**src/rtl/cfsa_pkg.sv**
```systemverilog
// ----------------------------------------------------------------------------
// cfsa_pkg: shared types and constants for the CAN frame ASCII encoder
// Holds the microcode word layout, the control program and the hex digit table.
// ----------------------------------------------------------------------------
package cfsa_pkg;

  localparam logic [7:0] CHAR_CR       = 8'h0D;
  localparam logic [7:0] CHAR_EXT_DATA = 8'h54;  // 'T'
  localparam logic [7:0] CHAR_EXT_RTR  = 8'h52;  // 'R'
  localparam logic [7:0] CHAR_STD_DATA = 8'h74;  // 't'
  localparam logic [7:0] CHAR_STD_RTR  = 8'h72;  // 'r'

  localparam int unsigned MAX_BYTES = 8;

  localparam logic [7:0] HEX_DIGITS [16] = '{
    8'h30, 8'h31, 8'h32, 8'h33, 8'h34, 8'h35, 8'h36, 8'h37,
    8'h38, 8'h39, 8'h41, 8'h42, 8'h43, 8'h44, 8'h45, 8'h46
  };

  typedef logic [2:0] step_t;

  localparam step_t STEP_TYPE = 3'd0;
  localparam step_t STEP_ID   = 3'd1;
  localparam step_t STEP_DLC  = 3'd2;
  localparam step_t STEP_DATA = 3'd3;
  localparam step_t STEP_CR   = 3'd4;

  // Character source selected by a control word
  typedef enum logic [2:0] {
    SRC_TYPE = 3'd0,
    SRC_ID   = 3'd1,
    SRC_DLC  = 3'd2,
    SRC_DATA = 3'd3,
    SRC_CR   = 3'd4
  } src_t;

  // Jump condition: when true the sequencer goes to target, else falls through
  typedef enum logic [2:0] {
    COND_NEXT      = 3'd0,
    COND_ID_MORE   = 3'd1,
    COND_NO_DATA   = 3'd2,
    COND_DATA_MORE = 3'd3,
    COND_END       = 3'd4
  } cond_t;

  typedef struct packed {
    src_t  src;
    logic  last;
    cond_t cond;
    step_t target;
  } ctrl_word_t;

  localparam ctrl_word_t PROGRAM [8] = '{
    '{src: SRC_TYPE, last: 1'b0, cond: COND_NEXT,      target: STEP_ID},
    '{src: SRC_ID,   last: 1'b0, cond: COND_ID_MORE,   target: STEP_ID},
    '{src: SRC_DLC,  last: 1'b0, cond: COND_NO_DATA,   target: STEP_CR},
    '{src: SRC_DATA, last: 1'b0, cond: COND_DATA_MORE, target: STEP_DATA},
    '{src: SRC_CR,   last: 1'b1, cond: COND_END,       target: STEP_TYPE},
    '{src: SRC_CR,   last: 1'b1, cond: COND_END,       target: STEP_TYPE},
    '{src: SRC_CR,   last: 1'b1, cond: COND_END,       target: STEP_TYPE},
    '{src: SRC_CR,   last: 1'b1, cond: COND_END,       target: STEP_TYPE}
  };

endpackage

```
**src/rtl/cfsa_ifs.sv**
```systemverilog
// ----------------------------------------------------------------------------
// cfsa_ifs: channel interfaces of the CAN frame ASCII encoder
// Frame descriptor channel and character channel, valid/ready handshake.
// ----------------------------------------------------------------------------
interface cfsa_frame_if;
  logic        valid;
  logic        ready;
  logic        bus;
  logic        extended;
  logic        remote;
  logic [28:0] identifier;
  logic [3:0]  length_code;
  logic [63:0] payload;

  modport source (output valid, bus, extended, remote, identifier, length_code, payload,
                  input ready);
  modport sink   (input valid, bus, extended, remote, identifier, length_code, payload,
                  output ready);
endinterface

interface cfsa_char_if;
  logic       valid;
  logic       ready;
  logic [7:0] character;
  logic       last;

  modport source (output valid, character, last, input ready);
  modport sink   (input valid, character, last, output ready);
endinterface

```
**src/rtl/can_frame_to_slcan_ascii_unit.sv**
```systemverilog
// ----------------------------------------------------------------------------
// can_frame_to_slcan_ascii_unit: CAN frame to serial-line ASCII text encoder
// Turns one frame descriptor into its ASCII text, one character per transfer.
// ----------------------------------------------------------------------------
// Usage:
//   frame : sink of frame descriptors (bus, extended, remote, identifier,
//           length_code, payload). One transfer per frame.
//   text  : source of ASCII characters; the closing carriage return carries
//           last = 1.
// A frame transfer loads busy and step; the type letter is then loaded into the output register and shows on text.
// Throughput: one character per cycle while text is ready. A frame has 6 to 27
//   characters: letter, 8 or 3 identifier digits, DLC digit, two digits per
//   data byte (at most 8 bytes, none for remote frames), carriage return.
//   A short microcode program walks these steps; the step counter and the
//   identifier and data digit counters set the character count.
// frame.ready is high whenever no frame is in progress, so the next frame is
//   taken while the closing carriage return still sits in the output register.
// A stall on text holds the output register and freezes the sequencer.
// Reset clears the sequencer and drops any character waiting on text.
// ----------------------------------------------------------------------------
module can_frame_to_slcan_ascii_unit (
  input  logic                clk,
  input  logic                rst,
  cfsa_frame_if.sink          frame,
  cfsa_char_if.source         text
);

  // Sequencer state
  logic                 busy;
  cfsa_pkg::step_t      step;
  cfsa_pkg::ctrl_word_t cw;

  // Datapath registers, loaded when a frame transfers
  logic        remote;
  logic        extended;
  logic [3:0]  length_code;
  logic [31:0] id_shift;     // next identifier digit in the top nibble
  logic [2:0]  id_count;     // identifier digits left after the current one
  logic [63:0] data_shift;   // next data digit in the low nibble
  logic [3:0]  data_count;   // data digits left after the current one
  logic        no_data;

  // Output register
  logic       out_valid;
  logic [7:0] out_char;
  logic       out_last;

  logic       accept;
  logic       advance;
  logic       jump;
  logic [7:0] char_next;
  logic [3:0] byte_count;
  logic [63:0] swapped;
  logic [4:0] data_digits;

  assign accept  = frame.valid && frame.ready;
  assign advance = busy && (!out_valid || text.ready);
  assign cw      = cfsa_pkg::PROGRAM[step];

  assign frame.ready    = !busy;
  assign text.valid     = out_valid;
  assign text.character = out_char;
  assign text.last      = out_last;

  // Clamp the byte count; swap nibbles so each byte's high digit comes first
  assign byte_count  = (frame.length_code > 4'(cfsa_pkg::MAX_BYTES)) ?
                       4'(cfsa_pkg::MAX_BYTES) : frame.length_code;
  assign data_digits = {byte_count, 1'b0} - 5'd1;

  always_comb begin
    for (int i = 0; i < 8; i++) begin
      swapped[i*8 +: 4]     = frame.payload[i*8 + 4 +: 4];
      swapped[i*8 + 4 +: 4] = frame.payload[i*8 +: 4];
    end
  end

  // Character selected by the current control word
  always_comb begin
    case (cw.src)
      cfsa_pkg::SRC_TYPE: begin
        if (extended) char_next = remote ? cfsa_pkg::CHAR_EXT_RTR : cfsa_pkg::CHAR_EXT_DATA;
        else          char_next = remote ? cfsa_pkg::CHAR_STD_RTR : cfsa_pkg::CHAR_STD_DATA;
      end
      cfsa_pkg::SRC_ID:   char_next = cfsa_pkg::HEX_DIGITS[id_shift[31:28]];
      cfsa_pkg::SRC_DLC:  char_next = cfsa_pkg::HEX_DIGITS[length_code];
      cfsa_pkg::SRC_DATA: char_next = cfsa_pkg::HEX_DIGITS[data_shift[3:0]];
      default:            char_next = cfsa_pkg::CHAR_CR;
    endcase
  end

  // Jump decision
  always_comb begin
    case (cw.cond)
      cfsa_pkg::COND_ID_MORE:   jump = (id_count != 3'd0);
      cfsa_pkg::COND_NO_DATA:   jump = no_data;
      cfsa_pkg::COND_DATA_MORE: jump = (data_count != 4'd0);
      cfsa_pkg::COND_END:       jump = 1'b1;
      default:                  jump = 1'b0;
    endcase
  end

  always_ff @(posedge clk) begin
    if (rst) begin
      busy      <= 1'b0;
      step      <= cfsa_pkg::STEP_TYPE;
      out_valid <= 1'b0;
    end else begin
      // Load a new character, or drop the held one once it transfers
      if (advance) begin
        out_valid <= 1'b1;
      end else if (text.valid && text.ready) begin
        out_valid <= 1'b0;
      end
      if (accept) begin
        busy <= 1'b1;
        step <= cfsa_pkg::STEP_TYPE;
      end else if (advance) begin
        if (cw.cond == cfsa_pkg::COND_END) begin
          busy <= 1'b0;
        end
        step <= jump ? cw.target : step + 3'd1;
      end
    end
  end

  // Datapath and output payload, no reset needed
  always_ff @(posedge clk) begin
    if (accept) begin
      remote      <= frame.remote;
      extended    <= frame.extended;
      length_code <= frame.length_code;
      no_data     <= frame.remote || (frame.length_code == 4'd0);
      data_shift  <= swapped;
      data_count  <= data_digits[3:0];
      if (frame.extended) begin
        id_shift <= {3'b000, frame.identifier[28] | frame.bus, frame.identifier[27:0]};
        id_count <= 3'd7;
      end else begin
        id_shift <= {frame.identifier[11:0], 20'd0};
        id_count <= 3'd2;
      end
    end else if (advance) begin
      out_char <= char_next;
      out_last <= cw.last;
      if (cw.src == cfsa_pkg::SRC_ID) begin
        id_shift <= {id_shift[27:0], 4'd0};
        id_count <= id_count - 3'd1;
      end
      if (cw.src == cfsa_pkg::SRC_DATA) begin
        data_shift <= {4'd0, data_shift[63:4]};
        data_count <= data_count - 4'd1;
      end
    end
  end

  // Only the carriage return is marked last
  assert property (@(posedge clk) disable iff (rst)
    text.valid && text.last |-> text.character == cfsa_pkg::CHAR_CR)
    else $error("last set on a character other than carriage return");

  // A character that is not last always has more of its frame behind it
  assert property (@(posedge clk) disable iff (rst)
    text.valid && !text.last |-> busy)
    else $error("frame text ended without a carriage return");

  // A frame transfer starts the program at the type letter
  assert property (@(posedge clk) disable iff (rst)
    accept |=> busy && step == cfsa_pkg::STEP_TYPE)
    else $error("sequencer did not restart on a frame transfer");

  // Remote frames never reach the data digits
  assert property (@(posedge clk) disable iff (rst)
    busy && step == cfsa_pkg::STEP_DATA |-> !remote)
    else $error("data digits emitted for a remote frame");

endmodule
```
**src/flat_wrapper.sv**
```systemverilog
// flat-port wrapper written by rule: the top's interface ports become plain ports
module can_frame_to_slcan_ascii_unit_flat 
  (clk, rst, frame_valid, frame_bus, frame_extended, frame_remote, frame_identifier, frame_length_code, frame_payload, frame_ready, text_valid, text_character, text_last, text_ready);
  cfsa_frame_if frame_i ();
  cfsa_char_if text_i ();
  input  logic clk;
  input  logic rst;
  input wire logic [$bits(frame_i.valid)-1:0] frame_valid;
  input wire logic [$bits(frame_i.bus)-1:0] frame_bus;
  input wire logic [$bits(frame_i.extended)-1:0] frame_extended;
  input wire logic [$bits(frame_i.remote)-1:0] frame_remote;
  input wire logic [$bits(frame_i.identifier)-1:0] frame_identifier;
  input wire logic [$bits(frame_i.length_code)-1:0] frame_length_code;
  input wire logic [$bits(frame_i.payload)-1:0] frame_payload;
  output wire logic [$bits(frame_i.ready)-1:0] frame_ready;
  output wire logic [$bits(text_i.valid)-1:0] text_valid;
  output wire logic [$bits(text_i.character)-1:0] text_character;
  output wire logic [$bits(text_i.last)-1:0] text_last;
  input wire logic [$bits(text_i.ready)-1:0] text_ready;
  assign frame_i.valid = frame_valid;
  assign frame_i.bus = frame_bus;
  assign frame_i.extended = frame_extended;
  assign frame_i.remote = frame_remote;
  assign frame_i.identifier = frame_identifier;
  assign frame_i.length_code = frame_length_code;
  assign frame_i.payload = frame_payload;
  assign frame_ready = frame_i.ready;
  assign text_valid = text_i.valid;
  assign text_character = text_i.character;
  assign text_last = text_i.last;
  assign text_i.ready = text_ready;
  can_frame_to_slcan_ascii_unit u_core (.clk(clk), .rst(rst), .frame(frame_i), .text(text_i));
endmodule
```
**config.mk**
```make
export PLATFORM = sky130hd
export DESIGN_NAME = can_frame_to_slcan_ascii_unit_flat
export DESIGN_NICKNAME = d
export VERILOG_FILES = /design/src/rtl/cfsa_pkg.sv /design/src/rtl/cfsa_ifs.sv /design/src/rtl/can_frame_to_slcan_ascii_unit.sv /design/src/flat_wrapper.sv
export SDC_FILE = /design/constraint.sdc
export NUM_CORES = 1
export LEC_CHECK = 0
export ABC_CLOCK_PERIOD_IN_PS = 18180
export BUFFER_PORTS_ARGS = -buffer_cell sky130_fd_sc_hd__buf_4
export CORE_ASPECT_RATIO = 0.6
export CORE_MARGIN = 5
export CORE_UTILIZATION = 45
export CTS_CLUSTER_DIAMETER = 50
export CTS_CLUSTER_SIZE = 8
export DETAILED_ROUTE_END_ITERATION = 16
export GPL_TIMING_DRIVEN = 0
export PLACE_DENSITY = 0.67
export SETUP_SLACK_MARGIN = 0.5
export SLEW_MARGIN = 20
export SYNTH_ARGS = -nofsm -noshare
export SYNTH_HDL_FRONTEND = slang
export SYNTH_SLANG_ARGS = --single-unit
```
**constraint.sdc**
```tcl
create_clock -name clk -period 18.18 [get_ports clk]
set_input_delay 2.727 -clock clk [delete_from_list [all_inputs] [get_ports clk]]
set_output_delay 2.727 -clock clk [all_outputs]
set_load 0.1 [all_outputs]
```
==> key figures <==
Clocking
  • Number of levels in the clock H-tree: 4
  • Number of buffers added for setup after CTS: 0
  • Buffer cell driving the clock tree root: clkbuf_16
  • Max Buffers Root-to-Sink: 2
  • Insertion delay to the later sink of the worst-skew pair: 0.40 ns
  • Number of buffers added by the clock tree synthesis step: 17
  • Number of cells upsized or downsized after cts: 0
  • Clock-pin slew on the worst setup and hold paths: 0.06 ns
  • CTS tree: done
  • Clock net sink count: 123
  • Cts hold-fix bufs: 0

Detailed routing
  • Remaining antenna violation count: 0
  • Avg WL per Cell: 15.0 microns
  • Ratio of routed vias to standard cells: 5.08
  • Detailed-router iteration count before antenna repair: 5
  • Total Wirelength: 13.3 mm
  • Vias post-DR: 4,510
  • Initial drt markers: 386
  • DRC: 0

STA
  • Final period demand of the worst path: 4.31 ns
  • Worst slew margin relative to its limit: 0.663
  • Post-Route Setup TNS: 0 ns
  • Setup violators final: 0
  • Fmax: 232 MHz
  • Max-slew violations: 0
  • Setup repair after global routing missed its margin: no
  • Worst clock skew on the final layout: 0.00624 ns
  • Tightest Pin Transition: 0.505 ns
  • Final worst-path cycle share: 0.237
  • Final-report hold violation count: 0

Yosys
  • Multiplexer share of the synthesized area: 0.0198
  • Compound-Gate Fraction of Synth Area: 0.0626
  • Share of synthesized registers carrying an async set or reset: 0
  • Yosys warning count: 0
  • Number of synthesized flops with an enable pin: 118
  • Most common flop cell mapped by yosys: edfxtp_1
  • Total of flip-flops plus latches after synthesis: 123
  • Synth Area in Simple Gates: 0.220
  • Mapped Avg Cell Area: 10.3 sq um
  • Post-synthesis instance area: 5820 sq um
  • Post-synthesis share of cell area spent on full adders, half adders and majority gates: 0.0280
  • Xor/xnor cell area share of the yosys netlist: 0.00452
  • Syn nets: 683
  • Synthesized instance count: 566
  • Combinational family with the most area after synthesis: simple AND/OR/NAND/NOR gates
  • Sequential share of the synthesized area: 0.626
  • Number of distinct library cell variants in the gate-level netlist after synthesis: 47

Pwr
  • Leakage component of the power: 3.39 nW
  • Total Power Consumption: 0.000826 W
  • VDD IR max: 0.0771 mV
  • Power per standard cell area: 108 nW/um^2

Die
  • Die outline area: 15,400 sq um
  • Vertical die dimension: 98.1 microns
  • Number of top-level pins: 115
  • Core Region: 12,700 sq um
  • Number of core rows: 32
  • X dimension of the die: 157 microns
  • Starting density of the core: 0.457

GRT
  • Global-route usage over all layers: 0.174
  • GR Util met2: 0.247
  • Number of antenna violations at the first check in global routing: 0
  • Vias in the first global route: 4,300
  • Pin count of the biggest net entering global routing: 27
  • First-pass GRT wire length: 20.9 mm
  • Global routing met3 resource utilization: 0.0469
  • Most utilized layer in the global route result: met1
  • Global-route track usage on met1: 0.264
  • Leftover overflow at the end of global routing: 0

Job
  • Max-cap violations: 0

Finish
  • Fraction of layout instances using a drive strength above 1: 0.244
  • Post-layout net count: 823
  • Layout overhead on the synthesized area: 31.2%
  • Diode insertion count for antenna repair: 0
  • Area of all placed cells without fillers: 7630 sq um
  • Fillers: 1,091

Setup path
  • Endpoint of the worst register-to-register path: u_core.id_shift[27]$_DFFE_PP_
  • Worst EP arrival: 4.47 ns
  • Capturing element of the worst setup path: u_core.id_shift[27]$_DFFE_PP_
  • Req. time, crit path: 18.34 ns
  • FF-to-FF setup slack: 15.81 ns
  • Launching point of the worst reg2reg path: u_core.busy$_SDFFE_PP0P_
  • Critical Path Source: frame_valid
  • Type of element launching the critical path: primary input
  • Critical path endpoint category: flip-flop
  • Largest fanout on the critical path: 10
  • Logic depth of the worst register-to-register path: 8
  • Setup CP Type: in2reg

Hold path
  • Worst hold path stage count: 2
  • Worst hold path class: reg2reg

Placement
  • Estimated wirelength of the detail-placed design: 9.67 mm
  • Weighted congestion reported at the end of routability-driven placement: 0.878
  • Quantity of I/O buffers inserted on ports: 113
  • Post-place instance area: 7000 sq um

Run status
  • Outcome: complete, no violations
-- cell usage in the layout (no fill, tap or decap), types with 3 or more instances in the layout --
cell and n:
a211oi_1 3, a21o_1 3, a21oi_1 19, and2_1 6, and3_1 6, buf_1 8
buf_2 17, buf_4 116, bufinv_16 5, clkbuf_1 8, clkbuf_16 17, dfxtp_1 5
edfxtp_1 118, ha_1 13, inv_1 16, mux2i_1 10, nand2_1 231, nand2b_1 7
nand3_1 21, nand3b_1 4, nor2_1 24, nor3_1 3, o21ai_0 12
-- kinds of logic (layout without fill, tap and decap cells) --
family          count (synthesis)  count (layout)
simple gates                  309             309
buf+inv                        50             202
xor+xnor                        3               3
flops                         123             123
fa+ha+maj                      13              13
compound gates                 56              56
other cells                     1               1
mux                            11              11
-- flip-flops by register name, summed over array words and instances (netlist names), 3 cells and up --
name	cells
u_core.data_shift	64
u_core.id_shift	32
u_core.text.character	7
u_core.data_count	4
u_core.length_code	4
u_core.id_count	3
u_core.step	3
-- per-layer routing --
layer  share of wire  routed length (microns)
met5               0                        0
met4          0.0090                      120
met3           0.099                     1320
met2            0.42                     5630
met1            0.47                     6260
-- layout make-up --
class	instances	area (sq um)	area share
Sequential cell	123	3640	0.477
Multi-Input combinational cell	393	1970	0.258
Timing Repair Buffer	121	953	0.125
Clock buffer	18	429	0.0562
Tap cell	170	213	0.0279
Clock inverter	13	200	0.0262
Buffer	32	156	0.0205
Inverter	18	67.6	0.00885
-- Yosys cell counts, types with 2 or more instances --
| library cell | instances | area, sq um |
|---|---|---|
| a211oi_1 | 3 | 22.5 |
| a21o_1 | 3 | 22.5 |
| a21oi_1 | 19 | 95.1 |
| a311oi_1 | 2 | 17.5 |
| a31oi_1 | 2 | 12.5 |
| and2_1 | 6 | 37.5 |
| and3_1 | 6 | 37.5 |
| buf_1 | 8 | 30.0 |
| buf_2 | 14 | 70.1 |
| buf_6 | 2 | 22.5 |
| clkbuf_1 | 7 | 26.3 |
| dfxtp_1 | 5 | 100 |
| edfxtp_1 | 118 | 3540 |
| ha_1 | 13 | 163 |
| inv_1 | 16 | 60.1 |
| inv_2 | 2 | 7.51 |
| mux2i_1 | 10 | 100 |
| nand2_1 | 231 | 867 |
| nand2b_1 | 7 | 43.8 |
| nand3_1 | 21 | 105 |
| nand3b_1 | 4 | 30.0 |
| nor2_1 | 24 | 90.1 |
| nor2b_1 | 2 | 12.5 |
| nor3_1 | 3 | 15.0 |
| o21a_1 | 2 | 15.0 |
| o21ai_0 | 13 | 65.1 |
| o41ai_1 | 2 | 17.5 |
| xor2_1 | 2 | 17.5 |
-- how the worst min path moves through the flow --
stage                                        from                            end  slack (ns)
finish              u_core.id_shift[13]$_DFFE_PP_  u_core.id_shift[17]$_DFFE_PP_        0.51
global route        u_core.id_shift[13]$_DFFE_PP_  u_core.id_shift[17]$_DFFE_PP_        0.52
CTS                  u_core.id_shift[7]$_DFFE_PP_  u_core.id_shift[11]$_DFFE_PP_        0.51
detailed placement   u_core.id_shift[7]$_DFFE_PP_  u_core.id_shift[11]$_DFFE_PP_        0.50
global placement     u_core.id_shift[7]$_DFFE_PP_  u_core.id_shift[11]$_DFFE_PP_        0.48
floorplan            u_core.id_shift[6]$_DFFE_PP_  u_core.id_shift[10]$_DFFE_PP_        0.48
-- report_power, final --
| part | switching, W | total (W) | internal, W |
|---|---|---|---|
| clock network | 0.000118 | 0.000359 | 0.000241 |
| logic | 0.0000697 | 0.000114 | 0.0000448 |
| registers | 0.00000924 | 0.000352 | 0.000343 |
| total | 0.000197 | 0.000826 | 0.000629 |
-- through the flow --
stage	utilization	cells	setup slack [ns]	hold WS [ns]
floorplan	-	566	9.77	0.484
global placement	0.540	849	7.80	0.485
detailed placement	0.550	857	13.47	0.495
CTS	0.599	888	13.88	0.509
global route	0.599	888	13.81	0.522
finish	0.599	888	13.87	0.509
-- worst max-delay path, stage by stage --
cell and delay, ns:
buf_4 0.12, nand2_2 0.23, buf_2 0.29, buf_2 0.32, o41ai_2 0.18, buf_4 0.21
buf_2 0.19, buf_4 0.18
(Power assumes the default switching activity.)
